<file path="src/rtl/wavhp_pkg.sv">
// Package for the WAV header parser: beat types, status codes, register
// indexes, reset values and the chunk signatures.
// No dependencies; every other file of the block imports it.
package wavhp_pkg;

  typedef struct packed {
    logic [7:0] data_byte;
    logic       first_byte;
    logic       last_byte;
  } in_beat_t;

  typedef struct packed {
    logic [2:0]  status;
    logic [15:0] channel_count;
    logic [31:0] sample_rate;
    logic [4:0]  sample_bits;
    logic [31:0] byte_rate;
    logic [15:0] block_align;
    logic [31:0] riff_size;
    logic [31:0] data_size;
  } out_beat_t;

  localparam logic [2:0] ST_OK          = 3'd0;
  localparam logic [2:0] ST_TRUNCATED   = 3'd1;
  localparam logic [2:0] ST_RIFF        = 3'd2;
  localparam logic [2:0] ST_FMT_HEADER  = 3'd3;
  localparam logic [2:0] ST_FORMAT      = 3'd4;
  localparam logic [2:0] ST_UNSUPPORTED = 3'd5;
  localparam logic [2:0] ST_INCONSIST   = 3'd6;
  localparam logic [2:0] ST_DATA_HEADER = 3'd7;

  localparam int unsigned CFG_INDEX_W = 2;
  localparam logic [CFG_INDEX_W-1:0] REG_MAX_CHANNELS    = 2'd0;
  localparam logic [CFG_INDEX_W-1:0] REG_MAX_SAMPLE_RATE = 2'd1;

  localparam logic [7:0]  MAX_CHANNELS_RESET    = 8'd2;
  localparam logic [23:0] MAX_SAMPLE_RATE_RESET = 24'd48000;

  localparam logic [5:0] POS_RIFF_END = 6'd11;
  localparam logic [5:0] POS_FMT_END  = 6'd19;
  localparam logic [5:0] POS_MUL      = 6'd34;
  localparam logic [5:0] POS_BODY_END = 6'd35;
  localparam logic [5:0] POS_LAST     = 6'd43;

  localparam logic [31:0] SIG_RIFF = "RIFF";
  localparam logic [31:0] SIG_WAVE = "WAVE";
  localparam logic [31:0] SIG_FMT  = "fmt ";
  localparam logic [31:0] SIG_DATA = "data";

  localparam logic [31:0] FMT_SIZE_PCM = 32'd16;
  localparam logic [15:0] FORMAT_PCM   = 16'd1;
  localparam logic [15:0] BITS_8       = 16'd8;
  localparam logic [15:0] BITS_16      = 16'd16;

  // Signature words, indexed by the 4-byte group that the position falls in.
  function automatic logic [31:0] sig_word(input logic [3:0] grp);
    logic [31:0] w;
    case (grp)
      4'd0:    w = SIG_RIFF;
      4'd2:    w = SIG_WAVE;
      4'd3:    w = SIG_FMT;
      default: w = SIG_DATA;
    endcase
    return w;
  endfunction

  function automatic logic is_sig_pos(input logic [5:0] p);
    return (p[5:2] == 4'd0) || (p[5:2] == 4'd2) || (p[5:2] == 4'd3) ||
           (p[5:2] == 4'd9);
  endfunction

endpackage

</file>
<file path="src/rtl/wav_header_parser_core.sv">
// Top level of the WAV header parser: configuration registers, parser and
// result buffer.  Depends on wavhp_pkg, wavhp_parser and wavhp_out_buf.
//
// Usage: file bytes arrive on the byte channel (byte_valid, byte_stall,
// byte_data), one beat per byte, with first_byte set on byte 0 of a file
// and last_byte on the final byte of the stream.  One result beat per file
// leaves on the result channel (result_valid, result_stall, result_data):
// at the first failed check, at byte 43 on success, or on truncation.
// Bytes after the result are dropped until the next first_byte.
// Throughput is one byte per cycle while byte_stall is low; the only
// arithmetic is a 32 by 16 bit multiply registered one byte ahead of
// its check.  Results are registered in the output register or skid stage.
// When the receiver stalls, the output register and one skid stage hold
// up to two results; byte_stall rises only while the skid stage is full.
// The configuration channel (cfg_valid, cfg_ready, cfg_index, cfg_data) is
// always ready; index 0 sets the channel limit, index 1 the sample rate
// limit, other indexes are ignored.
// Reset (rst, synchronous) restores the limits to 2 and 48000 Hz, empties
// the result buffer and leaves the parser idle until a first byte.
module wav_header_parser_core (
  input  logic                                  clk,
  input  logic                                  rst,
  input  logic                                  byte_valid,
  output logic                                  byte_stall,
  input  wavhp_pkg::in_beat_t                   byte_data,
  output logic                                  result_valid,
  input  logic                                  result_stall,
  output wavhp_pkg::out_beat_t                  result_data,
  input  logic                                  cfg_valid,
  output logic                                  cfg_ready,
  input  logic [wavhp_pkg::CFG_INDEX_W-1:0]     cfg_index,
  input  logic [23:0]                           cfg_data
);
  import wavhp_pkg::*;

  logic [7:0]  max_channels;
  logic [23:0] max_sample_rate;
  logic        accept;
  logic        res_valid;
  out_beat_t   res;

  assign cfg_ready = 1'b1;
  assign accept    = byte_valid & ~byte_stall;

  always_ff @(posedge clk) begin
    if (rst) begin
      max_channels    <= MAX_CHANNELS_RESET;
      max_sample_rate <= MAX_SAMPLE_RATE_RESET;
    end else if (cfg_valid && cfg_ready) begin
      unique case (cfg_index)
        REG_MAX_CHANNELS:    max_channels    <= cfg_data[7:0];
        REG_MAX_SAMPLE_RATE: max_sample_rate <= cfg_data;
        default: ;
      endcase
    end
  end

  wavhp_parser u_parser (
    .clk             (clk),
    .rst             (rst),
    .accept          (accept),
    .beat            (byte_data),
    .max_channels    (max_channels),
    .max_sample_rate (max_sample_rate),
    .res_valid       (res_valid),
    .res             (res)
  );

  wavhp_out_buf u_out_buf (
    .clk       (clk),
    .rst       (rst),
    .push      (res_valid),
    .push_data (res),
    .full      (byte_stall),
    .out_valid (result_valid),
    .out_stall (result_stall),
    .out_data  (result_data)
  );

endmodule

</file>
<file path="src/rtl/wavhp_parser.sv">
// Header parser: byte position counter, field capture and the checks made
// at the end of each header part.  Depends on wavhp_pkg.
module wavhp_parser (
  input  logic                clk,
  input  logic                rst,
  input  logic                accept,
  input  wavhp_pkg::in_beat_t beat,
  input  logic [7:0]          max_channels,
  input  logic [23:0]         max_sample_rate,
  output logic                res_valid,
  output wavhp_pkg::out_beat_t res
);
  import wavhp_pkg::*;

  logic [5:0]  pos;
  logic        finished;
  logic        sig_mis;
  logic [31:0] fmt_size;
  logic [15:0] format_tag;
  logic [15:0] channels;
  logic [31:0] rate;
  logic [31:0] brate;
  logic [15:0] align;
  logic [15:0] bits;
  logic [31:0] riff_size;
  logic [31:0] data_size;
  logic [31:0] want_rate;

  logic        active;
  logic [5:0]  p;
  logic [7:0]  b;
  logic        mis_acc;
  logic        hit;
  logic [2:0]  code;
  logic [31:0] fmt_size_full;
  logic [15:0] bits_full;
  logic [31:0] data_size_full;
  logic [15:0] want_align;
  logic [31:0] sig;
  logic        unsupported;

  always_comb begin
    active         = beat.first_byte | ~finished;
    p              = beat.first_byte ? 6'd0 : pos;
    b              = beat.data_byte;
    sig            = sig_word(p[5:2]);
    mis_acc        = (beat.first_byte ? 1'b0 : sig_mis) |
                     (is_sig_pos(p) && (b != sig[31 - 8*p[1:0] -: 8]));
    fmt_size_full  = {b, fmt_size[23:0]};
    bits_full      = {b, bits[7:0]};
    data_size_full = {b, data_size[23:0]};
    // Block align is only compared once bits is known to be 8 or 16.
    want_align     = (bits_full == BITS_8) ? channels : {channels[14:0], 1'b0};
    unsupported    = (channels == 16'd0) || (channels > {8'd0, max_channels}) ||
                     (rate == 32'd0) || (rate > {8'd0, max_sample_rate}) ||
                     !((bits_full == BITS_8) || (bits_full == BITS_16));
    hit  = 1'b0;
    code = ST_OK;
    if (p == POS_RIFF_END) begin
      if (mis_acc) begin
        hit  = 1'b1;
        code = ST_RIFF;
      end
    end else if (p == POS_FMT_END) begin
      if (mis_acc || fmt_size_full != FMT_SIZE_PCM) begin
        hit  = 1'b1;
        code = ST_FMT_HEADER;
      end
    end else if (p == POS_BODY_END) begin
      if (format_tag != FORMAT_PCM) begin
        hit  = 1'b1;
        code = ST_FORMAT;
      end else if (unsupported) begin
        hit  = 1'b1;
        code = ST_UNSUPPORTED;
      end else if (align != want_align || brate != want_rate) begin
        hit  = 1'b1;
        code = ST_INCONSIST;
      end
    end else if (p == POS_LAST) begin
      hit  = 1'b1;
      code = mis_acc ? ST_DATA_HEADER : ST_OK;
    end
    if (!hit && beat.last_byte) begin
      hit  = 1'b1;
      code = ST_TRUNCATED;
    end

    res_valid = accept & active & hit;
    res       = '0;
    res.status = code;
    if (code == ST_OK) begin
      res.channel_count = channels;
      res.sample_rate   = rate;
      res.sample_bits   = bits_full[4:0];
      res.byte_rate     = brate;
      res.block_align   = align;
      res.riff_size     = riff_size;
      res.data_size     = data_size_full;
    end
  end

  always_ff @(posedge clk) begin
    if (rst) begin
      pos      <= 6'd0;
      finished <= 1'b1;
      sig_mis  <= 1'b0;
    end else if (accept && active) begin
      pos      <= (p < POS_LAST) ? p + 6'd1 : p;
      finished <= hit;
      sig_mis  <= (p == POS_RIFF_END || p == POS_FMT_END) ? 1'b0 : mis_acc;
    end
  end

  // Every field byte is rewritten before it is used, so the capture
  // registers need no clearing on a new file.
  always_ff @(posedge clk) begin
    if (accept && active) begin
      if (p >= 6'd4 && p <= 6'd7)   riff_size[8*p[1:0] +: 8]  <= b;
      if (p >= 6'd16 && p <= 6'd19) fmt_size[8*p[1:0] +: 8]   <= b;
      if (p >= 6'd20 && p <= 6'd21) format_tag[8*p[0] +: 8]   <= b;
      if (p >= 6'd22 && p <= 6'd23) channels[8*p[0] +: 8]     <= b;
      if (p >= 6'd24 && p <= 6'd27) rate[8*p[1:0] +: 8]       <= b;
      if (p >= 6'd28 && p <= 6'd31) brate[8*p[1:0] +: 8]      <= b;
      if (p >= 6'd32 && p <= 6'd33) align[8*p[0] +: 8]        <= b;
      if (p >= 6'd34 && p <= 6'd35) bits[8*p[0] +: 8]         <= b;
      if (p >= 6'd40 && p <= 6'd43) data_size[8*p[1:0] +: 8]  <= b;
      // Rate and align are complete by now; the product is ready for the
      // consistency check one byte later.
      if (p == POS_MUL) begin
        want_rate <= 32'(rate * {16'd0, align});
      end
    end
  end

endmodule

</file>
<file path="src/rtl/wavhp_out_buf.sv">
// Result output register with one skid stage, so the parser keeps taking
// bytes while a result waits.  Depends on wavhp_pkg.
module wavhp_out_buf (
  input  logic                 clk,
  input  logic                 rst,
  input  logic                 push,
  input  wavhp_pkg::out_beat_t push_data,
  output logic                 full,
  output logic                 out_valid,
  input  logic                 out_stall,
  output wavhp_pkg::out_beat_t out_data
);
  import wavhp_pkg::*;

  logic      main_valid;
  logic      skid_valid;
  out_beat_t main_data;
  out_beat_t skid_data;
  logic      pop;

  assign pop       = main_valid & ~out_stall;
  assign full      = skid_valid;
  assign out_valid = main_valid;
  assign out_data  = main_data;

  always_ff @(posedge clk) begin
    if (rst) begin
      main_valid <= 1'b0;
      skid_valid <= 1'b0;
    end else if (pop) begin
      if (skid_valid) begin
        skid_valid <= 1'b0;
      end else begin
        main_valid <= push;
      end
    end else if (!main_valid) begin
      main_valid <= push;
    end else if (push) begin
      skid_valid <= 1'b1;
    end
  end

  always_ff @(posedge clk) begin
    if (pop && skid_valid) begin
      main_data <= skid_data;
    end else if (pop || !main_valid) begin
      main_data <= push_data;
    end
    if (!pop && main_valid && push) begin
      skid_data <= push_data;
    end
  end

  a_skid_needs_main: assert property (@(posedge clk) disable iff (rst)
    skid_valid |-> main_valid)
    else $error("skid stage holds a result while the output register is empty");

  a_no_push_when_full: assert property (@(posedge clk) disable iff (rst)
    !(push && skid_valid))
    else $error("result pushed while the skid stage is occupied");

  a_skid_drains: assert property (@(posedge clk) disable iff (rst)
    (pop && skid_valid) |=> (main_valid && !skid_valid))
    else $error("skid stage did not move into the output register");

endmodule
</file>
<file path="config.mk">
export PLATFORM = sky130hd
export DESIGN_NAME = wav_header_parser_core
export DESIGN_NICKNAME = d
export VERILOG_FILES = /design/src/rtl/wavhp_pkg.sv /design/src/rtl/wav_header_parser_core.sv /design/src/rtl/wavhp_parser.sv /design/src/rtl/wavhp_out_buf.sv
export SDC_FILE = /design/constraint.sdc
export NUM_CORES = 2
export LEC_CHECK = 0
export BUFFER_PORTS_ARGS = -buffer_cell sky130_fd_sc_hd__buf_4
export CAP_MARGIN = 15
export CORE_MARGIN = 2
export CORE_UTILIZATION = 44
export CTS_CLUSTER_DIAMETER = 150
export CTS_CLUSTER_SIZE = 28
export DETAILED_ROUTE_END_ITERATION = 10
export SLEW_MARGIN = 20
export SYNTH_ARGS = -nofsm -noshare
export SYNTH_HDL_FRONTEND = slang
export SYNTH_SLANG_ARGS = --single-unit
</file>
<file path="constraint.sdc">
create_clock -name clk -period 18.45 [get_ports clk]
set_input_delay 3.69 -clock clk [delete_from_list [all_inputs] [get_ports clk]]
set_output_delay 3.69 -clock clk [all_outputs]
set_load 0.05 [all_outputs]
</file>
==> impl_metrics.prom <==
# TYPE chip_impl_metric gauge
chip_impl_metric{name="post_synth_instance_area",unit="sq um"} 38080
chip_impl_metric{name="area_growth",unit="%"} 8.169
chip_impl_metric{name="final-max-slew-violation-count",unit=""} 0
chip_impl_metric{name="synth_top_area_share",unit="%"} 44.80
chip_impl_metric{name="final_cells",unit=""} 4615
chip_impl_metric{name="number_of_global_route_vias_before_repair",unit=""} 25490
chip_impl_info{name="cts_tree",value="built"} 1
chip_impl_metric{name="yosys_warnings",unit=""} 0
chip_impl_metric{name="initial_utilization",unit="%"} 44.58
chip_impl_metric{name="ant_nets",unit=""} 0
chip_impl_metric{name="firstDrtPassIters",unit=""} 5
chip_impl_metric{name="crit_cells",unit=""} 13
chip_impl_info{name="ys_dominant_reg_cell",value="sky130_fd_sc_hd__edfxtp_1"} 1
chip_impl_metric{name="synthCells",unit=""} 3376
chip_impl_metric{name="bufs_on_longest_clock_path",unit=""} 3
chip_impl_metric{name="postCtsHoldBufs",unit=""} 0
chip_impl_metric{name="remaining_drc_errors",unit=""} 0
chip_impl_metric{name="synth-async-reset-ratio",unit="%"} 0
chip_impl_metric{name="detail_route.wl_per_cell",unit="microns"} 23.33
chip_impl_metric{name="fin_util",unit="%"} 48.22
chip_impl_metric{name="skew",unit="ns"} 0.02833
chip_impl_info{name="run_status",value="complete, no violations"} 1
chip_impl_metric{name="crit_required",unit="ns"} 18.76
chip_impl_metric{name="worstSkewPairLatency",unit="ns"} 0.61
chip_impl_metric{name="ratio_of_cells_with_drive_above_1_in_the_final_layout",unit="%"} 13.00
chip_impl_metric{name="worst_setup_hold_path_clk_slew",unit="ns"} 0.10
chip_impl_info{name="rsz0062_at_grt",value="false"} 1
chip_impl_metric{name="grt_start_max_net_pins",unit=""} 162
chip_impl_metric{name="worst-path-buf-inv",unit=""} 4
chip_impl_metric{name="vias",unit=""} 25550
chip_impl_metric{name="setup_violations",unit=""} 0
chip_impl_metric{name="synthesis.nets",unit=""} 3823
chip_impl_metric{name="track_usage",unit="%"} 24.27
chip_impl_metric{name="p_per_area",unit="nW/um^2"} 57.56
chip_impl_info{name="slowest_stage",value="sky130_fd_sc_hd__buf_4"} 1
chip_impl_metric{name="timing.max_slew.rel_slack",unit="%"} 21.86
chip_impl_metric{name="drv_cap",unit=""} 0
chip_impl_info{name="root_buffer_cell",value="sky130_fd_sc_hd__clkbuf_16"} 1
chip_impl_metric{name="dp.final_hpwl",unit="mm"} 76.68
chip_impl_metric{name="peakVddDrop",unit="uV"} 54.29
chip_impl_metric{name="achievable-frequency",unit="MHz"} 109.1
chip_impl_metric{name="fp.dieW",unit="microns"} 298.2
chip_impl_info{name="synth.most_common_cell",value="sky130_fd_sc_hd__edfxtp_1"} 1
chip_impl_info{name="synth_area_leaders",value="sky130_fd_sc_hd__edfxtp_1 (45%), sky130_fd_sc_hd__fa_1 (16%), sky130_fd_sc_hd__o41ai_2 (5.8%)"} 1
chip_impl_info{name="cell_type_with_the_largest_total_area_after_synthesis",value="sky130_fd_sc_hd__edfxtp_1"} 1
chip_impl_info{name="worstHoldPathType",value="reg2reg"} 1
chip_impl_metric{name="syn-mean-instance-area",unit="sq um"} 11.28
chip_impl_metric{name="min_period_over_period",unit="%"} 49.66
chip_impl_metric{name="grt_pass1_wl",unit="mm"} 163.4
chip_impl_info{name="timing.setup.critical_path_class",value="in2reg"} 1
chip_impl_metric{name="final-hold-violation-count",unit=""} 0
chip_impl_metric{name="cts_setup_buffers",unit=""} 0
chip_impl_metric{name="die-height",unit="microns"} 298.2
chip_impl_metric{name="cts.htree.levels",unit=""} 1
chip_impl_metric{name="pin_count",unit=""} 212
chip_impl_metric{name="design.core.area",unit="sq um"} 85410
chip_impl_metric{name="worstRegToRegCells",unit=""} 22
chip_impl_metric{name="place_congestion",unit=""} 0.9222
chip_impl_metric{name="yosys_register_bits",unit=""} 610
chip_impl_metric{name="portBuffers",unit=""} 210
chip_impl_info{name="top_cells_by_count_synth",value="sky130_fd_sc_hd__edfxtp_1 (568), sky130_fd_sc_hd__inv_1 (567), sky130_fd_sc_hd__nand2_1 (476), sky130_fd_sc_hd__fa_1 (304), sky130_fd_sc_hd__nor2_1 (276)"} 1
chip_impl_metric{name="via_per_inst",unit=""} 5.536
chip_impl_info{name="path_common_cell",value="sky130_fd_sc_hd__buf_4"} 1
chip_impl_metric{name="drt_first_iter_violations",unit=""} 2356
chip_impl_info{name="crit_path_cell_trace",value="buf_4, nor4_2, and4_1, mux2i_1, xnor2_1, a2111oi_0, nand3_1, o21ai_2, a31o_4, buf_4, buf_4, buf_12, o41ai_2"} 1
chip_impl_metric{name="worst_path_largest_cell_delay",unit="ns"} 0.78
chip_impl_metric{name="critical_path_arrival",unit="ns"} 9.48
chip_impl_metric{name="synth.yosys.seq_area_share",unit="%"} 47.00
chip_impl_info{name="critical_path.startpoint_type",value="input port"} 1
chip_impl_metric{name="final_total_power",unit="uW"} 2370
chip_impl_metric{name="row_count",unit=""} 107
chip_impl_metric{name="ys_types",unit=""} 77
chip_impl_metric{name="edff_count_synth",unit=""} 568
chip_impl_metric{name="static-leakage-power",unit="uW"} 0.01672
chip_impl_metric{name="clock-sinks",unit=""} 610
chip_impl_metric{name="tightest_slew",unit="ns"} 1.163
chip_impl_metric{name="worstHoldPathCells",unit=""} 2
chip_impl_metric{name="number_of_clock_buffers_inserted_by_tritoncts",unit=""} 25
chip_impl_metric{name="numPlacedInstances",unit=""} 4575
chip_impl_metric{name="drt_wl_total",unit="mm"} 107.7
chip_impl_metric{name="finalWorstPathRequiredPeriod",unit="ns"} 9.162
chip_impl_metric{name="gr-total-overflow",unit=""} 0
chip_impl_info{name="kind_of_capture_point_of_the_worst_setup_path",value="flip-flop"} 1
chip_impl_metric{name="fin_tns_setup",unit="ns"} 0
chip_impl_info{name="cp_top_family",value="buffers and inverters"} 1
chip_impl_metric{name="floorplan.die_area",unit="sq um"} 88900
chip_impl_metric{name="path_max_fanout",unit=""} 161
chip_impl_metric{name="grt_antenna_before_repair",unit=""} 2
chip_impl_metric{name="design.final.nets",unit=""} 3905
chip_impl_metric{name="cts_resized",unit=""} 0
-- worst reg2reg max path, stage by stage (launching register included) --
cell and delay, ns:
sky130_fd_sc_hd__edfxtp_1 0.69, sky130_fd_sc_hd__inv_1 0.90, sky130_fd_sc_hd__nor2_1 0.17, sky130_fd_sc_hd__fa_1 0.53
sky130_fd_sc_hd__inv_1 0.06, sky130_fd_sc_hd__fa_1 0.49, sky130_fd_sc_hd__fa_1 0.51, sky130_fd_sc_hd__inv_1 0.05
sky130_fd_sc_hd__fa_1 0.48, sky130_fd_sc_hd__fa_1 0.54, sky130_fd_sc_hd__inv_1 0.05, sky130_fd_sc_hd__fa_1 0.53
sky130_fd_sc_hd__inv_1 0.04, sky130_fd_sc_hd__ha_1 0.36, sky130_fd_sc_hd__a211oi_1 0.23, sky130_fd_sc_hd__nor2_1 0.10
sky130_fd_sc_hd__o41ai_1 0.34, sky130_fd_sc_hd__a2bb2oi_1 0.32, sky130_fd_sc_hd__a311oi_1 0.24, sky130_fd_sc_hd__a2111oi_0 0.63
sky130_fd_sc_hd__o21bai_1 0.15, sky130_fd_sc_hd__a21oi_1 0.19, sky130_fd_sc_hd__xnor2_1 0.21
-- final timing paths --
kind | from | endpoint | slack [ns]
hold / removal | max_sample_rate[14] | max_sample_rate[14] | 0.46
setup / recovery | byte_data[5] | u_out_buf.out_data[120] | 9.29
hold reg to reg | max_sample_rate[14] | max_sample_rate[14] | 0.46
setup reg to reg | u_parser.align[4] | u_parser.want_rate[31] | 10.40
-- flip-flops by register name, summed over array words and instances, names as in the netlist, 24 cells and up --
name	cells
u_parser.data_size	24
u_parser.brate	32
u_parser.want_rate	32
u_parser.riff_size	32
u_out_buf.out_data	168
u_out_buf.skid_data	168
max_sample_rate	24
u_parser.rate	32
u_parser.fmt_size	24
-- report_power, final --
part	total [uW]	switching (uW)	internal, uW
clock network	672	417	256
logic	167	121	45.8
registers	1530	9.89	1520
total	2370	548	1820
-- cell usage in the layout, fill, tap and decap left out, types with 10 or more instances in the layout --
cell                        count
sky130_fd_sc_hd__buf_4        263
sky130_fd_sc_hd__fa_1         304
sky130_fd_sc_hd__xnor2_1       80
sky130_fd_sc_hd__nor2_1       273
sky130_fd_sc_hd__a211oi_1      13
sky130_fd_sc_hd__a211o_1       12
sky130_fd_sc_hd__nand2b_1      14
sky130_fd_sc_hd__clkbuf_16     25
sky130_fd_sc_hd__a21oi_1       53
sky130_fd_sc_hd__and2_1        20
sky130_fd_sc_hd__a21o_1        15
sky130_fd_sc_hd__ha_1         102
sky130_fd_sc_hd__a31oi_1       10
sky130_fd_sc_hd__and3_1        14
sky130_fd_sc_hd__nor4_1        31
sky130_fd_sc_hd__edfxtp_1     568
sky130_fd_sc_hd__nand4_1       23
sky130_fd_sc_hd__o21ai_0       28
sky130_fd_sc_hd__o21bai_1      10
sky130_fd_sc_hd__o41ai_2      135
sky130_fd_sc_hd__clkbuf_1      11
sky130_fd_sc_hd__o41ai_1       32
sky130_fd_sc_hd__nor3_1       190
sky130_fd_sc_hd__nand3_1       18
sky130_fd_sc_hd__inv_1        567
sky130_fd_sc_hd__nand2_1      475
sky130_fd_sc_hd__xor2_1        21
sky130_fd_sc_hd__clkinv_1      11
sky130_fd_sc_hd__dfxtp_1       42
-- cell type report --
type | instances | area, sq um
Fill cell | 7844 | 44230
Sequential cell | 610 | 17900
Multi-Input combinational cell | 1978 | 16990
Inverter | 578 | 2170
Timing Repair Buffer | 265 | 2014
Tap cell | 1144 | 1431
Clock buffer | 36 | 666.9
Clock inverter | 2 | 16.27
Antenna cell | 2 | 5.005
-- layer usage --
layer  wire [microns]  up-vias  track usage, %
met5                0        -               0
met4             2999        0           6.198
met3             8976      156           4.434
met2            48760     1032           37.67
met1            46920    12950           35.18
li1                 -    11410               -
-- stage by stage --
stage | hold slack [ns] | worst slack, ns | cell area [sq um]
after floorplan | 0.4361 | 0.9174 | 38080
after global placement | 0.4449 | 8.923 | 40490
after detailed placement | 0.4477 | 8.872 | 40490
after CTS | 0.4629 | 9.496 | 41180
after global routing | 0.4826 | 8.883 | 41180
final | 0.4597 | 9.288 | 41190
-- cells by family (layout without fill, tap and decap cells) --
group                    after synthesis  count (layout)  synth area share (%)
AND/OR/NAND/NOR                     1097            1097                 12.52
buffers and inverters                788             881                 8.527
flip-flops                           610             610                 47.00
adder cells (fa/ha/maj)              406             406                 19.34
AO/OA/AOI/OAI                        363             363                 10.00
XOR/XNOR                             101             101                 2.323
multiplexers                          10              10                0.2760
other                                  1               3              0.009849
No activity file was read; power rests on OpenSTA's default activity.
